===== src/hdl/cdd_pkg.sv =====
// Shared types, constants and helper functions of the countdown digit block.
// Used by the front, the queue and the back pipeline; has no dependencies.
package cdd_pkg;

  localparam int unsigned TimeW = 32;

  localparam logic [31:0] RefreshMs = 32'd1000;
  localparam logic [31:0] BlinkMs   = 32'd500;
  localparam logic [31:0] SyncMin   = 32'd100000;

  localparam logic [16:0] DaySec  = 17'd86400;
  localparam logic [11:0] HourSec = 12'd3600;
  localparam logic [5:0]  MinSec  = 6'd60;
  localparam logic [6:0]  DaysMax = 7'd99;

  // Reciprocals: days from left>>7 (divide by 675), hours from a 17-bit
  // remainder, minutes from a 12-bit remainder. Each is exact on its range.
  localparam int unsigned DayShift  = 35;
  localparam logic [25:0] DayRecip  = 26'd50903317;
  localparam int unsigned HourShift = 29;
  localparam logic [17:0] HourRecip = 18'd149131;
  localparam int unsigned MinShift  = 18;
  localparam logic [12:0] MinRecip  = 13'd4370;

  localparam int unsigned QueueDepth = 4;
  localparam int unsigned QueuePtrW  = $clog2(QueueDepth);

  // One refresh that the back pipeline turns into digits
  typedef struct packed {
    logic [TimeW-1:0] left;
    logic             zero;
    logic             shown;
  } item_t;

  typedef struct packed {
    logic [3:0] seconds_units;
    logic [2:0] seconds_tens;
    logic [3:0] minutes_units;
    logic [2:0] minutes_tens;
    logic [3:0] hours_units;
    logic [1:0] hours_tens;
    logic [3:0] days_units;
    logic [3:0] days_tens;
  } digits_t;

  // Tens digit of a value below 100: multiply by 205/2048
  function automatic logic [3:0] tens_of(input logic [6:0] v);
    logic [14:0] p;
    p = 15'(v) * 15'd205;
    return p[14:11];
  endfunction

  function automatic logic [3:0] units_of(input logic [6:0] v, input logic [3:0] t);
    logic [6:0] t10;
    t10 = 7'({t, 3'b000}) + 7'({t, 1'b0});
    return 4'(v - t10);
  endfunction

endpackage


===== src/hdl/cdd_front.sv =====
// Front end: accepts ticks, keeps the refresh and blink state and the target.
// Emits one classified refresh item per due, synced tick. Depends on cdd_pkg.
module cdd_front (
  input  logic                clk,
  input  logic                rst,
  input  logic                cfg_valid,
  input  logic [31:0]         cfg_data,
  input  logic                in_valid,
  input  logic [31:0]         now_ms,
  input  logic [31:0]         current_time,
  input  logic                in_ready,
  output logic                push,
  output cdd_pkg::item_t      push_item
);

  logic [31:0] target_time;
  logic [31:0] last_refresh_ms;
  logic [31:0] last_blink_ms;
  logic        blink_on;

  logic        accept;
  logic        due;
  logic        synced;
  logic        zero;
  logic        blink_flip;
  logic        blink_on_next;
  logic [31:0] refresh_gap;
  logic [31:0] blink_gap;

  always_comb begin
    accept        = in_valid && in_ready;
    refresh_gap   = now_ms - last_refresh_ms;
    blink_gap     = now_ms - last_blink_ms;
    due           = refresh_gap >= cdd_pkg::RefreshMs;
    synced        = current_time >= cdd_pkg::SyncMin;
    zero          = target_time <= current_time;
    blink_flip    = zero && (blink_gap >= cdd_pkg::BlinkMs);
    blink_on_next = blink_on ^ blink_flip;
    push          = accept && due && synced;
    push_item.zero  = zero;
    push_item.shown = !zero || blink_on_next;
    push_item.left  = zero ? '0 : (target_time - current_time);
  end

  always_ff @(posedge clk) begin
    if (rst) begin
      target_time     <= '0;
      last_refresh_ms <= '0;
      last_blink_ms   <= '0;
      blink_on        <= 1'b0;
    end else begin
      if (cfg_valid) begin
        target_time <= cfg_data;
      end
      if (accept && due) begin
        last_refresh_ms <= now_ms;
      end
      if (push && blink_flip) begin
        blink_on      <= blink_on_next;
        last_blink_ms <= now_ms;
      end
    end
  end

endmodule


===== src/hdl/cdd_queue.sv =====
// Short register queue between the front end and the back pipeline.
// Holds cdd_pkg::item_t entries; depends on cdd_pkg.
module cdd_queue (
  input  logic           clk,
  input  logic           rst,
  input  logic           push,
  input  cdd_pkg::item_t push_item,
  output logic           full,
  input  logic           pop,
  output cdd_pkg::item_t head,
  output logic           empty
);

  cdd_pkg::item_t                     slots [cdd_pkg::QueueDepth];
  logic [cdd_pkg::QueuePtrW-1:0]      wr_ptr;
  logic [cdd_pkg::QueuePtrW-1:0]      rd_ptr;
  logic [cdd_pkg::QueuePtrW:0]        count;

  assign full  = count == (cdd_pkg::QueuePtrW+1)'(cdd_pkg::QueueDepth);
  assign empty = count == '0;
  assign head  = slots[rd_ptr];

  always_ff @(posedge clk) begin
    if (push) begin
      slots[wr_ptr] <= push_item;
    end
  end

  always_ff @(posedge clk) begin
    if (rst) begin
      wr_ptr <= '0;
      rd_ptr <= '0;
      count  <= '0;
    end else begin
      if (push) begin
        wr_ptr <= wr_ptr + 1'b1;
      end
      if (pop) begin
        rd_ptr <= rd_ptr + 1'b1;
      end
      case ({push, pop})
        2'b10:   count <= count + 1'b1;
        2'b01:   count <= count - 1'b1;
        default: count <= count;
      endcase
    end
  end

endmodule


===== src/hdl/cdd_back.sv =====
// Back pipeline: splits the time left into days, hours, minutes, seconds and
// their decimal digits over six stages, the last being the output register.
// Depends on cdd_pkg.
module cdd_back (
  input  logic            clk,
  input  logic            rst,
  input  logic            q_empty,
  input  cdd_pkg::item_t  q_head,
  output logic            q_pop,
  output logic            out_valid,
  input  logic            out_ready,
  output cdd_pkg::digits_t out_digits,
  output logic            out_shown,
  output logic            out_zero
);

  logic en;

  // stage a: days
  logic        a_valid;
  logic [31:0] a_left;
  logic [15:0] a_days;
  logic        a_zero, a_shown;
  // stage b: remainder within a day, days saturated
  logic        b_valid;
  logic [16:0] b_rem;
  logic [6:0]  b_days;
  logic        b_zero, b_shown;
  // stage c: hours, day digits
  logic        c_valid;
  logic [16:0] c_rem;
  logic [4:0]  c_hours;
  logic [3:0]  c_dt, c_du;
  logic        c_zero, c_shown;
  // stage d: remainder within an hour, hour digits
  logic        d_valid;
  logic [11:0] d_rem;
  logic [3:0]  d_dt, d_du, d_hu;
  logic [1:0]  d_ht;
  logic        d_zero, d_shown;
  // stage e: minutes
  logic        e_valid;
  logic [11:0] e_rem;
  logic [5:0]  e_min;
  logic [3:0]  e_dt, e_du, e_hu;
  logic [1:0]  e_ht;
  logic        e_zero, e_shown;

  logic [50:0] day_prod;
  logic [32:0] day_back;
  logic [34:0] hour_prod;
  logic [16:0] hour_back;
  logic [24:0] min_prod;
  logic [11:0] min_back;
  logic [5:0]  sec_val;
  logic [3:0]  min_t, sec_t, c_dt_w;
  logic [4:0]  hour_less;
  logic [1:0]  hour_t;

  assign en    = !out_valid || out_ready;
  assign q_pop = en && !q_empty;

  always_comb begin
    day_prod  = 51'(q_head.left[31:7]) * 51'(cdd_pkg::DayRecip);
    day_back  = 33'(a_days) * 33'(cdd_pkg::DaySec);
    hour_prod = 35'(b_rem) * 35'(cdd_pkg::HourRecip);
    c_dt_w    = cdd_pkg::tens_of(b_days);
    hour_back = 17'(c_hours) * 17'(cdd_pkg::HourSec);
    if (c_hours >= 5'd20) begin
      hour_t    = 2'd2;
      hour_less = c_hours - 5'd20;
    end else if (c_hours >= 5'd10) begin
      hour_t    = 2'd1;
      hour_less = c_hours - 5'd10;
    end else begin
      hour_t    = 2'd0;
      hour_less = c_hours;
    end
    min_prod = 25'(d_rem) * 25'(cdd_pkg::MinRecip);
    min_back = 12'(e_min) * 12'(cdd_pkg::MinSec);
    sec_val  = 6'(e_rem - min_back);
    min_t    = cdd_pkg::tens_of(7'(e_min));
    sec_t    = cdd_pkg::tens_of(7'(sec_val));
  end

  always_ff @(posedge clk) begin
    if (rst) begin
      a_valid   <= 1'b0;
      b_valid   <= 1'b0;
      c_valid   <= 1'b0;
      d_valid   <= 1'b0;
      e_valid   <= 1'b0;
      out_valid <= 1'b0;
    end else if (en) begin
      a_valid   <= !q_empty;
      b_valid   <= a_valid;
      c_valid   <= b_valid;
      d_valid   <= c_valid;
      e_valid   <= d_valid;
      out_valid <= e_valid;
    end
  end

  always_ff @(posedge clk) begin
    if (en) begin
      a_left  <= q_head.left;
      a_days  <= day_prod[cdd_pkg::DayShift +: 16];
      a_zero  <= q_head.zero;
      a_shown <= q_head.shown;

      b_rem   <= 17'(a_left - day_back[31:0]);
      b_days  <= (a_days > 16'(cdd_pkg::DaysMax)) ? cdd_pkg::DaysMax : a_days[6:0];
      b_zero  <= a_zero;
      b_shown <= a_shown;

      c_rem   <= b_rem;
      c_hours <= hour_prod[cdd_pkg::HourShift +: 5];
      c_dt    <= c_dt_w;
      c_du    <= cdd_pkg::units_of(b_days, c_dt_w);
      c_zero  <= b_zero;
      c_shown <= b_shown;

      d_rem   <= 12'(c_rem - hour_back);
      d_dt    <= c_dt;
      d_du    <= c_du;
      d_ht    <= hour_t;
      d_hu    <= 4'(hour_less);
      d_zero  <= c_zero;
      d_shown <= c_shown;

      e_rem   <= d_rem;
      e_min   <= min_prod[cdd_pkg::MinShift +: 6];
      e_dt    <= d_dt;
      e_du    <= d_du;
      e_ht    <= d_ht;
      e_hu    <= d_hu;
      e_zero  <= d_zero;
      e_shown <= d_shown;

      out_digits.days_tens     <= e_dt;
      out_digits.days_units    <= e_du;
      out_digits.hours_tens    <= e_ht;
      out_digits.hours_units   <= e_hu;
      out_digits.minutes_tens  <= min_t[2:0];
      out_digits.minutes_units <= cdd_pkg::units_of(7'(e_min), min_t);
      out_digits.seconds_tens  <= sec_t[2:0];
      out_digits.seconds_units <= cdd_pkg::units_of(7'(sec_val), sec_t);
      out_shown <= e_shown;
      out_zero  <= e_zero;
    end
  end

endmodule


===== src/hdl/countdown_dhms_digits.sv =====
// Top level of the countdown digit block: front end, queue and back pipeline.
// Depends on cdd_pkg, cdd_front, cdd_queue and cdd_back.
//
// Usage:
//   s_* carries ticks: s_tdata[31:0] now_ms, s_tdata[63:32] current_time.
//   A tick gives a result only when 1000 ms have passed since the last
//   refresh and current_time is at least 100000; other ticks are dropped
//   (a due but unsynchronized tick still restarts the 1000 ms interval).
//   m_* carries the eight digits in m_tdata and the flags in m_tuser.
//   cfg_* writes target_time; it is always ready, write it only while idle.
// Throughput: one tick per cycle while s_tready is high. An accepted tick is
// written into the four-entry queue, then runs through the six-stage divide
// pipeline with its three reciprocal multipliers to the output register.
// When m_tready is low the back pipeline holds and the queue fills; s_tready
// falls only once the queue is full.
// Reset clears target_time, the refresh and blink state, the queue and all
// pipeline valid bits; no result is pending after reset.
module countdown_dhms_digits (
  input  logic        clk,
  input  logic        rst,
  input  logic        s_tvalid,
  output logic        s_tready,
  input  logic [63:0] s_tdata,   // now_ms[31:0], current_time[63:32]
  output logic        m_tvalid,
  input  logic        m_tready,
  // days_tens[3:0], days_units[7:4], hours_tens[9:8], hours_units[13:10],
  // minutes_tens[16:14], minutes_units[20:17], seconds_tens[23:21],
  // seconds_units[27:24], zero fill [31:28]
  output logic [31:0] m_tdata,
  output logic [1:0]  m_tuser,   // digits_shown[0], at_target[1]
  input  logic        cfg_valid,
  output logic        cfg_ready,
  input  logic [31:0] cfg_data
);

  logic             push;
  cdd_pkg::item_t   push_item;
  logic             q_full;
  logic             q_empty;
  logic             q_pop;
  cdd_pkg::item_t   q_head;
  cdd_pkg::digits_t digits;
  logic             shown;
  logic             zero;

  assign cfg_ready = 1'b1;
  assign s_tready  = !q_full;

  cdd_front u_front (
    .clk          (clk),
    .rst          (rst),
    .cfg_valid    (cfg_valid),
    .cfg_data     (cfg_data),
    .in_valid     (s_tvalid),
    .now_ms       (s_tdata[31:0]),
    .current_time (s_tdata[63:32]),
    .in_ready     (s_tready),
    .push         (push),
    .push_item    (push_item)
  );

  cdd_queue u_queue (
    .clk       (clk),
    .rst       (rst),
    .push      (push),
    .push_item (push_item),
    .full      (q_full),
    .pop       (q_pop),
    .head      (q_head),
    .empty     (q_empty)
  );

  cdd_back u_back (
    .clk        (clk),
    .rst        (rst),
    .q_empty    (q_empty),
    .q_head     (q_head),
    .q_pop      (q_pop),
    .out_valid  (m_tvalid),
    .out_ready  (m_tready),
    .out_digits (digits),
    .out_shown  (shown),
    .out_zero   (zero)
  );

  assign m_tdata = {4'b0000, digits};
  assign m_tuser = {zero, shown};

endmodule


===== config.mk =====
export PLATFORM = sky130hd
export DESIGN_NAME = countdown_dhms_digits
export DESIGN_NICKNAME = d
export VERILOG_FILES = /design/src/hdl/cdd_pkg.sv /design/src/hdl/cdd_front.sv /design/src/hdl/cdd_queue.sv /design/src/hdl/cdd_back.sv /design/src/hdl/countdown_dhms_digits.sv
export SDC_FILE = /design/constraint.sdc
export NUM_CORES = 2
export LEC_CHECK = 0
export BUFFER_PORTS_ARGS = -buffer_cell sky130_fd_sc_hd__buf_2
export CORE_ASPECT_RATIO = 1.4
export CORE_MARGIN = 10
export CORE_UTILIZATION = 45
export CTS_BUF_LIST = sky130_fd_sc_hd__clkbuf_4 sky130_fd_sc_hd__clkbuf_8
export CTS_CLUSTER_SIZE = 25
export DETAILED_ROUTE_END_ITERATION = 10
export PLACE_DENSITY = 0.65
export REMOVE_ABC_BUFFERS = 1
export SKIP_LAST_GASP = 1
export SLEW_MARGIN = 10
export SYNTH_ARGS = -nofsm -noshare
export SYNTH_HDL_FRONTEND = slang
export SYNTH_SLANG_ARGS = --single-unit

===== constraint.sdc =====
create_clock -name clk -period 9.88 [get_ports clk]
set_input_delay 0.494 -clock clk [delete_from_list [all_inputs] [get_ports clk]]
set_output_delay 0.494 -clock clk [all_outputs]
set_load 0.005 [all_outputs]

==> results.ini <==
[cts]
cts_buffer_depth = 3
clkTransAtPathRegs_ps = 60
cts_root_buffer = clkbuf_8
clk_latency_ps = 720
tritoncts = yes
cts_buffers = 76
htree_levels = 3
clock-sinks = 422
cts_resized = 0

[finish]
final_common_cell = ha_1
instances_no_fill = 5094
final_nets = 4983
mostFrequentLayoutCells = ha_1, inv_1, edfxtp_1
nFillCells = 8028
drive_gt1_frac = 0.0870
area_delta_synth_final_pct = 10.1

[sta]
postLayoutSetupSlackWorst_ps = 1640
fin_crit_ps = 8240
period_share = 0.835
fin_tns_setup_ps = 0
tightest_slew_ps = 1090
rsz0062_at_grt = no
hold_viol_final = 0
finalSetupViolations = 0
fmax_ghz = 0.121
slew_headroom = 0.271
final_max_slew_viol_count = 0
hold_ws_ps = 64.1
finalClockSkew_ps = 35.7

[logic_synthesis]
synth_seq_cells = 422
yosysWarnings = 0
synth_edf_count = 310
synth_cell_types = 81
yosysSeqAreaShare = 0.294
netlist_area_mm2 = 0.0393
synth_flop_cell = edfxtp_1
async_reset_ff_frac = 0
syn_avg_cell_area_um2 = 10.7
synth_cells = 3684

[global_routing]
antenna_found_initial = 3
grtUsageTotal = 0.175
grt_max_degree = 114
overflow = 0
grt_pass1_vias = 27800
grt_pass1_wl_um = 141000

[setup_path]
max_stage_delay_ps = 760
endpoint_kind = flop
required_ps = 10330
path_buf_inv = 7
slowest_stage = mux4_2
rr_worst_depth = 27
crit_fanout = 16
rr_endpoint = u_back.a_days[14]
worstSetupStartpointType = flop
cp_common_cell = inv_1
crit_type = flop to flop
arrival_ps = 8700
crit_family = adder cells
reg2reg_slack_ps = 1640

[placement]
dp_cells = 4917
port-buffer-count = 132
routabilityCongestion = 0.896
place_ws_ps = 1640
place_hpwl_um = 68600

[drt]
vias = 26000
drt_iter0_drc = 1190
wirelength_um = 85200
vias_per_cell = 5.11
first_pass_iters = 5
drtAntennaViolNets = 0
drcViolationCount = 0
wl_per_cell_um = 16.7

[min_path]
hold_path_depth = 3
hold_class = input port to flop
hold_end = u_front.target_time[17]
hold_start = cfg_data[17]

[run_status]
status = complete, no violations

[floorplan]
initial_core_util = 0.453
dieArea_mm2 = 0.0998
rows = 128
die_h_um = 370
io_pins = 138
coreArea_mm2 = 0.0868
dieWidth_um = 270

[job]
cap_viol_max_count = 0

-- worst max-delay path by stage --
stage | from | end | cells past startpoint
2_1_floorplan | s_tdata[0] | u_front.last_blink_ms[0] | 14
3_3_place_gp | flop | u_back.a_days[14] | 27
3_5_place_dp | flop | u_back.a_days[14] | 27
4_1_cts | flop | u_back.a_days[14] | 27
5_1_grt | flop | u_back.a_days[14] | 27
6_report | flop | u_back.a_days[14] | 27
-- synthesized netlist by cell type, drive strengths merged (30+ instances only) --
master,number,area share
ha,737,0.23
nor2,206,0.020
xnor2,99,0.022
nand4,35,0.0056
xor2,52,0.012
mux4,34,0.019
nand3,32,0.0041
mux2i,104,0.026
edfxtp,310,0.24
o21ai,88,0.011
nand2b,82,0.013
nor3,46,0.0059
buf,30,0.0046
inv,718,0.069
fa,286,0.15
clkbuf,53,0.0051
a21oi,141,0.018
nand2,100,0.0095
a21o,84,0.016
dfxtp,112,0.057
-- worst reg2reg max path, stage by stage (launching register included) --
cell	delay, ps
dfxtp_2	320
buf_4	300
mux4_2	780
inv_1	220
ha_1	290
inv_1	110
fa_1	420
ha_1	280
inv_1	50
fa_1	500
inv_1	50
fa_1	460
fa_1	540
inv_1	50
fa_1	530
inv_1	40
ha_1	310
a21o_1	170
a21o_1	180
a21o_1	170
o2bb2ai_1	150
o31ai_1	500
a21boi_0	360
o211ai_1	280
nand4b_1	230
a221oi_1	450
o21bai_1	130
xor2_1	150
-- layout make-up --
cell class,instances,area [um2],share of cell area
clock buffers,94,1200,0.0277
inverters,718,2700,0.0624
clock inverters,46,542,0.0125
repair buffers,177,1090,0.0251
multi-input cells,2464,24800,0.572
well taps,1170,1460,0.0338
diodes,3,7.51,0.000173
flip-flops and latches,422,11600,0.267
-- metrics by stage --
stage	area (um2)	utilization
final	43300	0.499
after global routing	43300	0.499
after CTS	43300	0.499
after detailed placement	41200	0.475
after global placement	41200	0.475
after floorplan	39000	-
-- cells by family (layout without fill, tap and decap cells) --
logic type,count (synthesis),after routing,share of synthesized area
other,2,8,0.000191
adders and majority gates,1023,1023,0.380
xor gates and xnor gates,151,151,0.0336
DFF,422,422,0.294
and+or+nand+nor,628,628,0.0802
AOI/OAI and AO/OA,518,518,0.0878
muxes,139,139,0.0462
buffers and inverters,801,1035,0.0782
-- flip-flops by register name (all words and copies together), names as in the netlist, 16 cells and up, named ones only --
register / count
u_back.a_days: 16
u_front.last_refresh_ms: 32
u_queue.slots: 136
u_back.b_rem: 17
u_back.out_digits: 28
u_front.last_blink_ms: 32
u_front.target_time: 32
u_back.a_left: 17
-- metal layers --
metal  vias to the layer above  track usage  wire length, um
met5                         -            0                0
met4                         0       0.0853             3850
met1                     12400        0.190            33200
met2                       455        0.325            44700
li1                      13000            -                -
met3                       186       0.0294             3340
-- what timing repair did --
action,4_1_cts,5_1_grt
hold buffers,34,0
buffers inserted,0,0
hold endpoints to repair,35,0
Power is not shown: default switching activity piles up to over one toggle a cycle in this logic, so the estimate is an artifact.
